File: src/rtl/fbfa_pkg.sv
// Package for the free block fit allocator: field widths, command, status,
// policy and register codes, controller states and shared structs.
// No dependencies.
`timescale 1ns / 1ps
`default_nettype none

package fbfa_pkg;

    localparam int unsigned SIZE_W   = 16;
    localparam int unsigned ADDR_W   = 16;
    localparam int unsigned STATUS_W = 2;
    localparam int unsigned POL_W    = 2;
    localparam int unsigned CFG_IDX_W = 1;
    localparam int unsigned CFG_DATA_W = 16;

    // Commands
    localparam logic CMD_ADD   = 1'b0;
    localparam logic CMD_ALLOC = 1'b1;

    // Result status codes
    localparam logic [STATUS_W-1:0] STATUS_DONE  = 2'd0;
    localparam logic [STATUS_W-1:0] STATUS_NOFIT = 2'd1;
    localparam logic [STATUS_W-1:0] STATUS_FULL  = 2'd2;

    // Fit policies (the unused code behaves as first fit)
    localparam logic [POL_W-1:0] POL_FIRST = 2'd0;
    localparam logic [POL_W-1:0] POL_BEST  = 2'd1;
    localparam logic [POL_W-1:0] POL_WORST = 2'd2;

    // Register indexes
    localparam logic [CFG_IDX_W-1:0] REG_FIT_POLICY  = 1'd0;
    localparam logic [CFG_IDX_W-1:0] REG_MIN_REMNANT = 1'd1;

    localparam logic [SIZE_W-1:0] MIN_REMNANT_RESET = 16'd5;

    typedef enum logic [1:0] {
        ST_IDLE,
        ST_SCAN,
        ST_WRITE
    } t_state;

    // Command word held for the whole scan and write-back
    typedef struct packed {
        logic              cmd;
        logic [SIZE_W-1:0] size;
        logic [ADDR_W-1:0] addr;
        logic [POL_W-1:0]  policy;
        logic [SIZE_W-1:0] min_rem;
    } t_req;

    // Best candidate so far, handed from cell to cell
    typedef struct packed {
        logic              found;
        logic [SIZE_W-1:0] size;
        logic [ADDR_W-1:0] addr;
    } t_pick;

endpackage

`default_nettype wire

File: src/rtl/fbfa_if.sv
// Handshake interfaces for the free block fit allocator: command input,
// result output and register write channel. Depends on fbfa_pkg.
`timescale 1ns / 1ps
`default_nettype none

interface fbfa_in_if;
    logic                        valid;
    logic                        ready;
    logic                        cmd;
    logic [fbfa_pkg::SIZE_W-1:0] block_size;
    logic [fbfa_pkg::ADDR_W-1:0] block_addr;

    modport source (output valid, cmd, block_size, block_addr, input ready);
    modport sink   (input valid, cmd, block_size, block_addr, output ready);
endinterface

interface fbfa_out_if;
    logic                          valid;
    logic                          ready;
    logic [fbfa_pkg::STATUS_W-1:0] status;
    logic [fbfa_pkg::ADDR_W-1:0]   alloc_addr;

    modport source (output valid, status, alloc_addr, input ready);
    modport sink   (input valid, status, alloc_addr, output ready);
endinterface

interface fbfa_cfg_if;
    logic                            valid;
    logic                            ready;
    logic [fbfa_pkg::CFG_IDX_W-1:0]  index;
    logic [fbfa_pkg::CFG_DATA_W-1:0] data;

    modport source (output valid, index, data, input ready);
    modport sink   (input valid, index, data, output ready);
endinterface

`default_nettype wire

File: src/rtl/fbfa_cell.sv
// One table slot of the allocator: holds size, start address and valid,
// weighs itself against the candidate from its left neighbour and applies
// the write-back when selected. Depends on fbfa_pkg.
`timescale 1ns / 1ps
`default_nettype none

module fbfa_cell #(
    parameter int unsigned SLOT_W = 4,
    parameter int unsigned SLOT   = 0
) (
    input  wire logic                        i_clk,
    input  wire logic                        i_rst_n,
    input  wire fbfa_pkg::t_req              i_req,
    input  wire fbfa_pkg::t_pick             i_pick,
    input  wire logic [SLOT_W-1:0]           i_slot,
    input  wire logic                        i_wr_en,
    input  wire logic [SLOT_W-1:0]           i_wr_slot,
    output fbfa_pkg::t_pick                  o_pick,
    output logic [SLOT_W-1:0]                o_slot
);

    localparam logic [SLOT_W-1:0] MY_SLOT = SLOT_W'(SLOT);

    logic [fbfa_pkg::SIZE_W-1:0] r_size;
    logic [fbfa_pkg::ADDR_W-1:0] r_addr;
    logic                        r_valid;

    fbfa_pkg::t_pick             r_pick;
    logic [SLOT_W-1:0]           r_slot;

    logic                        fits;
    logic                        better;
    logic                        take;
    logic [fbfa_pkg::SIZE_W-1:0] rem_size;

    // Compare own entry with the incoming candidate; on equal size the lower address wins
    always_comb begin
        fits = r_valid && (r_size >= i_req.size);
        unique case (i_req.policy)
            fbfa_pkg::POL_BEST: begin
                better = (r_size < i_pick.size) ||
                         ((r_size == i_pick.size) && (r_addr < i_pick.addr));
            end
            fbfa_pkg::POL_WORST: begin
                better = (r_size > i_pick.size) ||
                         ((r_size == i_pick.size) && (r_addr < i_pick.addr));
            end
            default: begin
                better = r_addr < i_pick.addr;
            end
        endcase
        if (i_req.cmd == fbfa_pkg::CMD_ADD) begin
            take = !r_valid && !i_pick.found;
        end else begin
            take = fits && (!i_pick.found || better);
        end
        rem_size = r_size - i_req.size;
    end

    // Candidate register towards the right neighbour
    always_ff @(posedge i_clk) begin
        if (take) begin
            r_pick <= '{found: 1'b1, size: r_size, addr: r_addr};
            r_slot <= MY_SLOT;
        end else begin
            r_pick <= i_pick;
            r_slot <= i_slot;
        end
    end

    // Entry payload
    always_ff @(posedge i_clk) begin
        if (i_wr_en && (i_wr_slot == MY_SLOT)) begin
            if (i_req.cmd == fbfa_pkg::CMD_ADD) begin
                r_size <= i_req.size;
                r_addr <= i_req.addr;
            end else begin
                r_size <= rem_size;
                r_addr <= r_addr + i_req.size;
            end
        end
    end

    // Entry valid: set by add, cleared when the remnant is too small
    always_ff @(posedge i_clk) begin
        if (!i_rst_n) begin
            r_valid <= 1'b0;
        end else if (i_wr_en && (i_wr_slot == MY_SLOT)) begin
            if (i_req.cmd == fbfa_pkg::CMD_ADD) begin
                r_valid <= 1'b1;
            end else begin
                r_valid <= rem_size > i_req.min_rem;
            end
        end
    end

    assign o_pick = r_pick;
    assign o_slot = r_slot;

endmodule

`default_nettype wire

File: src/rtl/free_block_fit_allocator.sv
// Free block fit allocator: a chain of table cells and the controller that
// runs the scan, write-back and result register.
// Depends on fbfa_pkg, fbfa_if and fbfa_cell.
//
// Usage:
//   i_in   : command words {cmd, block_size, block_addr}. Add (cmd 0) puts a
//            free block in the lowest empty slot; allocate (cmd 1) grants a
//            fitting block chosen by fit_policy and shrinks it.
//   o_out  : one result word {status, alloc_addr} per command.
//   i_cfg  : register writes, ready whenever out of reset; index 0 fit_policy,
//            index 1 min_remnant. Write only while no command is in flight.
// Timing: one command at a time. The candidate walks the chain of
//   TABLE_DEPTH cells one cell per cycle, then the write state writes back
//   and loads the result register, unless the output register is still
//   full; the controller then returns to idle, ready for the next command.
// Reset: all slots empty, fit_policy first fit, min_remnant 5.
// Stall: a result waits in the output register; the next command is taken
//   and scanned meanwhile, and its write-back waits until the register frees.
`timescale 1ns / 1ps
`default_nettype none

module free_block_fit_allocator #(
    parameter int unsigned TABLE_DEPTH = 16
) (
    input  wire logic   i_clk,
    input  wire logic   i_rst_n,
    fbfa_in_if.sink     i_in,
    fbfa_out_if.source  o_out,
    fbfa_cfg_if.sink    i_cfg
);

    localparam int unsigned SLOT_W = (TABLE_DEPTH > 1) ? $clog2(TABLE_DEPTH) : 1;
    localparam logic [SLOT_W-1:0] LAST_STEP = SLOT_W'(TABLE_DEPTH - 1);

    fbfa_pkg::t_state              r_state, n_state;
    logic [SLOT_W-1:0]             r_step, n_step;
    fbfa_pkg::t_req                r_req;
    logic [fbfa_pkg::POL_W-1:0]    r_policy;
    logic [fbfa_pkg::SIZE_W-1:0]   r_min_rem;
    logic                          r_out_valid, n_out_valid;
    logic [fbfa_pkg::STATUS_W-1:0] r_status;
    logic [fbfa_pkg::ADDR_W-1:0]   r_alloc_addr;

    logic                          in_acc;
    logic                          wr_go;
    logic                          wr_en;
    logic [fbfa_pkg::STATUS_W-1:0] res_status;
    logic [fbfa_pkg::ADDR_W-1:0]   res_addr;

    fbfa_pkg::t_pick               w_pick [0:TABLE_DEPTH];
    logic [SLOT_W-1:0]             w_slot [0:TABLE_DEPTH];

    // Register writes
    assign i_cfg.ready = i_rst_n;

    always_ff @(posedge i_clk) begin
        if (!i_rst_n) begin
            r_policy  <= fbfa_pkg::POL_FIRST;
            r_min_rem <= fbfa_pkg::MIN_REMNANT_RESET;
        end else if (i_cfg.valid) begin
            unique case (i_cfg.index)
                fbfa_pkg::REG_FIT_POLICY:  r_policy  <= i_cfg.data[fbfa_pkg::POL_W-1:0];
                fbfa_pkg::REG_MIN_REMNANT: r_min_rem <= i_cfg.data;
                default: ;
            endcase
        end
    end

    // Command word capture
    assign in_acc = i_in.valid && i_in.ready;

    always_ff @(posedge i_clk) begin
        if (in_acc) begin
            r_req <= '{cmd: i_in.cmd, size: i_in.block_size, addr: i_in.block_addr,
                       policy: r_policy, min_rem: r_min_rem};
        end
    end

    // Chain of table cells
    assign w_pick[0] = '{found: 1'b0, size: '0, addr: '0};
    assign w_slot[0] = '0;

    for (genvar g = 0; g < TABLE_DEPTH; g++) begin : g_cell
        fbfa_cell #(
            .SLOT_W (SLOT_W),
            .SLOT   (g)
        ) u_cell (
            .i_clk     (i_clk),
            .i_rst_n   (i_rst_n),
            .i_req     (r_req),
            .i_pick    (w_pick[g]),
            .i_slot    (w_slot[g]),
            .i_wr_en   (wr_en),
            .i_wr_slot (w_slot[TABLE_DEPTH]),
            .o_pick    (w_pick[g+1]),
            .o_slot    (w_slot[g+1])
        );
    end

    // Result of the finished scan
    always_comb begin
        res_addr = '0;
        if (r_req.cmd == fbfa_pkg::CMD_ADD) begin
            res_status = w_pick[TABLE_DEPTH].found ? fbfa_pkg::STATUS_DONE
                                                   : fbfa_pkg::STATUS_FULL;
        end else if (w_pick[TABLE_DEPTH].found) begin
            res_status = fbfa_pkg::STATUS_DONE;
            res_addr   = w_pick[TABLE_DEPTH].addr;
        end else begin
            res_status = fbfa_pkg::STATUS_NOFIT;
        end
    end

    // Controller state register
    always_ff @(posedge i_clk) begin
        if (!i_rst_n) begin
            r_state     <= fbfa_pkg::ST_IDLE;
            r_step      <= '0;
            r_out_valid <= 1'b0;
        end else begin
            r_state     <= n_state;
            r_step      <= n_step;
            r_out_valid <= n_out_valid;
        end
    end

    // Next state and handshakes
    always_comb begin
        n_state     = r_state;
        n_step      = r_step;
        n_out_valid = r_out_valid && !o_out.ready;
        i_in.ready  = 1'b0;
        wr_go       = 1'b0;
        unique case (r_state)
            fbfa_pkg::ST_IDLE: begin
                i_in.ready = i_rst_n;
                if (i_in.valid) begin
                    n_state = fbfa_pkg::ST_SCAN;
                    n_step  = '0;
                end
            end
            fbfa_pkg::ST_SCAN: begin
                n_step = r_step + 1'b1;
                if (r_step == LAST_STEP) begin
                    n_state = fbfa_pkg::ST_WRITE;
                end
            end
            fbfa_pkg::ST_WRITE: begin
                if (!r_out_valid || o_out.ready) begin
                    wr_go       = 1'b1;
                    n_out_valid = 1'b1;
                    n_state     = fbfa_pkg::ST_IDLE;
                end
            end
            default: begin
                n_state = fbfa_pkg::ST_IDLE;
            end
        endcase
    end

    assign wr_en = wr_go && w_pick[TABLE_DEPTH].found;

    // Result register
    always_ff @(posedge i_clk) begin
        if (wr_go) begin
            r_status     <= res_status;
            r_alloc_addr <= res_addr;
        end
    end

    assign o_out.valid      = r_out_valid;
    assign o_out.status     = r_status;
    assign o_out.alloc_addr = r_alloc_addr;

endmodule

`default_nettype wire
File: src/flat_wrapper.sv
// flat-port wrapper written by rule: the top's interface ports become plain ports
module free_block_fit_allocator_flat 
#(
    parameter int unsigned TABLE_DEPTH = 16
)
  (i_clk, i_rst_n, i_in_valid, i_in_cmd, i_in_block_size, i_in_block_addr, i_in_ready, o_out_valid, o_out_status, o_out_alloc_addr, o_out_ready, i_cfg_valid, i_cfg_index, i_cfg_data, i_cfg_ready);
  fbfa_in_if i_in_i ();
  fbfa_out_if o_out_i ();
  fbfa_cfg_if i_cfg_i ();
  input  wire logic i_clk;
  input  wire logic i_rst_n;
  input wire logic [$bits(i_in_i.valid)-1:0] i_in_valid;
  input wire logic [$bits(i_in_i.cmd)-1:0] i_in_cmd;
  input wire logic [$bits(i_in_i.block_size)-1:0] i_in_block_size;
  input wire logic [$bits(i_in_i.block_addr)-1:0] i_in_block_addr;
  output wire logic [$bits(i_in_i.ready)-1:0] i_in_ready;
  output wire logic [$bits(o_out_i.valid)-1:0] o_out_valid;
  output wire logic [$bits(o_out_i.status)-1:0] o_out_status;
  output wire logic [$bits(o_out_i.alloc_addr)-1:0] o_out_alloc_addr;
  input wire logic [$bits(o_out_i.ready)-1:0] o_out_ready;
  input wire logic [$bits(i_cfg_i.valid)-1:0] i_cfg_valid;
  input wire logic [$bits(i_cfg_i.index)-1:0] i_cfg_index;
  input wire logic [$bits(i_cfg_i.data)-1:0] i_cfg_data;
  output wire logic [$bits(i_cfg_i.ready)-1:0] i_cfg_ready;
  assign i_in_i.valid = i_in_valid;
  assign i_in_i.cmd = i_in_cmd;
  assign i_in_i.block_size = i_in_block_size;
  assign i_in_i.block_addr = i_in_block_addr;
  assign i_in_ready = i_in_i.ready;
  assign o_out_valid = o_out_i.valid;
  assign o_out_status = o_out_i.status;
  assign o_out_alloc_addr = o_out_i.alloc_addr;
  assign o_out_i.ready = o_out_ready;
  assign i_cfg_i.valid = i_cfg_valid;
  assign i_cfg_i.index = i_cfg_index;
  assign i_cfg_i.data = i_cfg_data;
  assign i_cfg_ready = i_cfg_i.ready;
  free_block_fit_allocator #(.TABLE_DEPTH(TABLE_DEPTH)) u_core (.i_clk(i_clk), .i_rst_n(i_rst_n), .i_in(i_in_i), .o_out(o_out_i), .i_cfg(i_cfg_i));
endmodule
File: config.mk
export PLATFORM = sky130hd
export DESIGN_NAME = free_block_fit_allocator_flat
export DESIGN_NICKNAME = d
export VERILOG_FILES = /design/src/rtl/fbfa_pkg.sv /design/src/rtl/fbfa_if.sv /design/src/rtl/fbfa_cell.sv /design/src/rtl/free_block_fit_allocator.sv /design/src/flat_wrapper.sv
export SDC_FILE = /design/constraint.sdc
export NUM_CORES = 2
export LEC_CHECK = 0
export BUFFER_PORTS_ARGS = -buffer_cell sky130_fd_sc_hd__buf_2
export CAP_MARGIN = 20
export CORE_AREA = 5 5 358 360
export CTS_BUF_LIST = sky130_fd_sc_hd__clkbuf_4 sky130_fd_sc_hd__clkbuf_8
export DETAILED_ROUTE_END_ITERATION = 10
export DIE_AREA = 0 0 363 365
export PLACE_DENSITY = 0.92
export SYNTH_ARGS = -nofsm -noshare
export SYNTH_HDL_FRONTEND = slang
export SYNTH_SLANG_ARGS = --single-unit
File: constraint.sdc
create_clock -name i_clk -period 7.5 [get_ports i_clk]
set_input_delay 0 -clock i_clk [delete_from_list [all_inputs] [get_ports i_clk]]
set_output_delay 0 -clock i_clk [all_outputs]
set_load 0.05 [all_outputs]
==> flow_summary_export.csv <==
group,metric,value,unit
floorplanning,row_count,130,
route,drt_iter0_markers,9019,
power,power_switching_share,0.273,
sta,period_needed,5340,ps
floorplanning,die_w,363,microns
worst_setup_path,worstPathArrival,6180,ps
clock_network,cts_root_buf,"clkbuf_8",
sta,finClkSkew,65.7,ps
sta,tightest_slew,1230,ps
synth,syn_avg_cell_area,9.81,sq um
clock_network,cts_resized,0,
worst_hold_path,worstHoldPathType,"in -> reg",
finish,final_cell_mix,"1219 x ha_1, 651 x inv_1, 602 x dfxtp_1",
floorplanning,die_y,365,microns
clock_network,cts_setup_buffers,0,
synth,synth.net_count,9635,
finish,nNetsFinal,9962,
route,vias_per_cell,6.82,
synth,synth_seq_cells,1183,
synth,synth_cell_types,94,
power,power_switching,0.00434,W
sta,final_hold_viol_count,0,
finish,fill_cells,8259,
worst_setup_path,crit_path_start_kind,"flop",
synth,yosysWarnings,0,
floorplanning,io_pins,76,
clock_network,clock_latency,970,ps
synth,synth_edf_count,581,
finish,multi_input_area,0.0491,sq mm
grt,grt_pass1_wl,406000,microns
synth,ys_seq_area_frac,0.361,
clock_network,cts-buffers-inserted,199,
finish,layout_commonest_cell,"ha_1",
clock_network,cts_tree,"yes",
floorplanning,start_util,0.655,
grt,grt_pass1_vias,71000,
power,vdd_drop_max,0.212,mV
worst_setup_path,critical_path_required,8340,ps
sta,fin_setup_tns,0,ps
clock_network,max-clock-path-buffers,3,
placed_design,port_buffers,75,
grt,grt_max_degree,121,
synth,syn-instance-count,8329,
placed_design,dp_hpwl,183000,microns
worst_setup_path,crit_chain,"buf_4 -> inv_1 -> buf_4 -> ha_1 -> nand2_1 -> nor3_1 -> nand2_1 -> o211ai_1 -> a31oi_1 -> xnor2_1 -> ha_1 -> nand4_1 -> nor3_1 -> a2111oi_0 -> o2111ai_1 -> and3_1",
worst_setup_path,critPathMaxStageDelay,660,ps
placed_design,gp_congestion,0.994,
clock_network,cts_max_level,4,
route,routedWlPerCell,26.0,microns
route,num_vias,71600,
sta,fin_crit_sh,0.712,
grt,antenna_found_initial,11,
power,combPwrFrac,0.139,
floorplanning,core,0.125,sq mm
worst_setup_path,worstSetupEndpointType,"flop",
clock_network,cts.sinks,1183,
sta,slew_headroom,0.180,
power,clkPwrFrac,0.414,
run,cap_violations,0,
power,power_density,175,mW/mm^2
worst_setup_path,ff2ff_setup_slack,2160,ps
grt,track_usage,0.398,
synth,synthArstFlopShare,0,
floorplanning,die-area,0.132,sq mm
route,drc,0,
finish,syn2layout_area_growth,10.8,%
clock_network,clk_pin_slew,60,ps
route,postRouteAntennaNets,0,
sta,rsz0062_at_grt,"false",
route,first_pass_iters,10,
power,power.total,0.0159,W
worst_setup_path,critPathKind,"reg -> reg",
sta,maxSlewViolCount,0,
status,status,"complete, no violations",
grt,grt-ovfl-total,0,
sta,max_freq,187,MHz
power,seq_power_share,0.447,
sta,finalSetupViolCount,0,
finish,drive_gt1_frac,0.123,
finish,seqCellArea,0.0295,sq mm
route,drt_wl_total,273000,microns
power,internal_power,0.0115,W
sta,fin_ws,2160,ps
worst_setup_path,cp_max_fo,17,
synth,synth_ff_type,"dfxtp_1",
power,leakage,40.1,nW
placed_design,dp_slack,2510,ps
worst_setup_path,cp_slowest_cell,"inv_1",
synth,mappedNetlistArea,0.0817,sq mm
==> critical path, delay by kind of cell (launching register included) <==
family          cells  cell delay, ps
fa+ha+maj           2             580
compound gates      4            1140
xor+xnor            1             260
flops               1             380
buf+inv             3            1490
simple gates        6            1380
==> metrics by stage <==
stage / util / instance area [sq um] / instances / hold slack (ps)
4_1_cts: 0.724 / 90300 / 10500 / 46.0
5_1_grt: 0.726 / 90600 / 10500 / 191
6_report: 0.726 / 90600 / 10500 / 131
3_3_place_gp: 0.676 / 84400 / 9952 / 178
3_5_place_dp: 0.677 / 84400 / 9955 / 178
2_1_floorplan: - / 81700 / 8329 / 98.9
==> power groups by stage <==
stage,clock (W),sequential (W),combinational [W]
5_1_grt,0.00687,0.00710,0.00238
6_report,0.00658,0.00710,0.00221
4_1_cts,0.00655,0.00708,0.00211
2_1_floorplan,0,0.00717,0.00143
3_5_place_dp,0,0.00722,0.00202
3_3_place_gp,0,0.00721,0.00192
==> what timing repair did <==
action / in CTS / in global routing
hold endpoints to repair: 143 / 0
endpoints found under the setup margin: 0 / 0
hold buffers: 139 / 0
==> synth_stat cells, drive strengths merged, types with 16 or more instances <==
library cell / number / area, sq um
a2111oi: 16 / 166
a211o: 35 / 307
a211oi: 79 / 608
a21boi: 26 / 195
a21o: 484 / 3630
a21oi: 537 / 2700
a22o: 31 / 272
a311oi: 19 / 201
a31o: 44 / 385
a31oi: 80 / 537
a32oi: 33 / 289
a41oi: 20 / 209
and2: 57 / 357
and3: 42 / 263
and4: 22 / 193
buf: 73 / 434
clkbuf: 138 / 518
dfxtp: 602 / 12100
edfxtp: 581 / 17400
fa: 32 / 641
ha: 1219 / 15300
inv: 666 / 2500
mux2: 411 / 4630
mux2i: 46 / 460
nand2: 465 / 1750
nand2b: 116 / 726
nand3: 134 / 671
nand4: 135 / 845
nor2: 488 / 1830
nor2b: 166 / 1040
nor3: 147 / 736
nor4: 23 / 144
o2111ai: 33 / 302
o211ai: 83 / 628
o21a: 90 / 676
o21ai: 454 / 2270
o21bai: 45 / 338
o31ai: 20 / 155
o41ai: 17 / 156
or2: 48 / 300
or3: 59 / 369
xnor2: 250 / 2190
xor2: 94 / 823
==> layout make-up <==
type / count / share of cell area
inverters: 667 / 0.0277
flip-flops and latches: 1183 / 0.326
multi-input cells: 6268 / 0.542
well taps: 1650 / 0.0228
diodes: 11 / 0.000304
repair buffers: 337 / 0.0320
clock inverters: 68 / 0.00765
clock buffers: 307 / 0.0420
==> sequential cells by signal, summed over array words and instances, names as in the netlist <==
name / cells
u_core.o_out.alloc_addr: 16
u_core.r_state: 2
u_core.g_cell.u_cell.r_valid: 16
u_core.r_min_rem: 16
u_core.g_cell.u_cell.r_addr: 256
u_core.o_out.status: 2
u_core.g_cell.u_cell.r_size: 256
u_core.r_policy: 2
u_core.g_cell.u_cell.o_slot: 49
u_core.r_step: 4
u_core.r_req: 51
u_core.o_out.valid: 1
u_core.g_cell.u_cell.o_pick: 512
==> metal layers <==
| metal | share of wire | up-vias | global-route usage |
|---|---|---|---|
| met3 | 0.12 | 1469 | 0.101 |
| met5 | 0.00013 | - | 0 |
| met2 | 0.44 | 4863 | 0.625 |
| li1 | - | 31500 | - |
| met1 | 0.36 | 33800 | 0.477 |
| met4 | 0.086 | 4 | 0.290 |
==> cell families (layout without fill, tap and decap cells) <==
logic type,Yosys count,after routing,share of synthesized area
AOI/OAI and AO/OA,2271,2271,0.186
and+or+nand+nor,1945,1945,0.117
adders and majority gates,1251,1251,0.194
DFF,1183,1183,0.361
buffers and inverters,878,1379,0.0423
muxes,457,457,0.0623
xor gates and xnor gates,344,344,0.0369
other,0,11,0
==> final timing paths <==
path,from,to,cells past startpoint
min reg2reg,u_core.g_cell[12].u_cell.o_slot[2],u_core.g_cell[13].u_cell.o_slot[2],1
max,u_core.r_req[41],u_core.g_cell[8].u_cell.r_valid,16
min,i_cfg_index,u_core.r_policy[0],5
max reg2reg,u_core.r_req[41],u_core.g_cell[8].u_cell.r_valid,16
No activity file was read; power rests on OpenSTA's default activity.
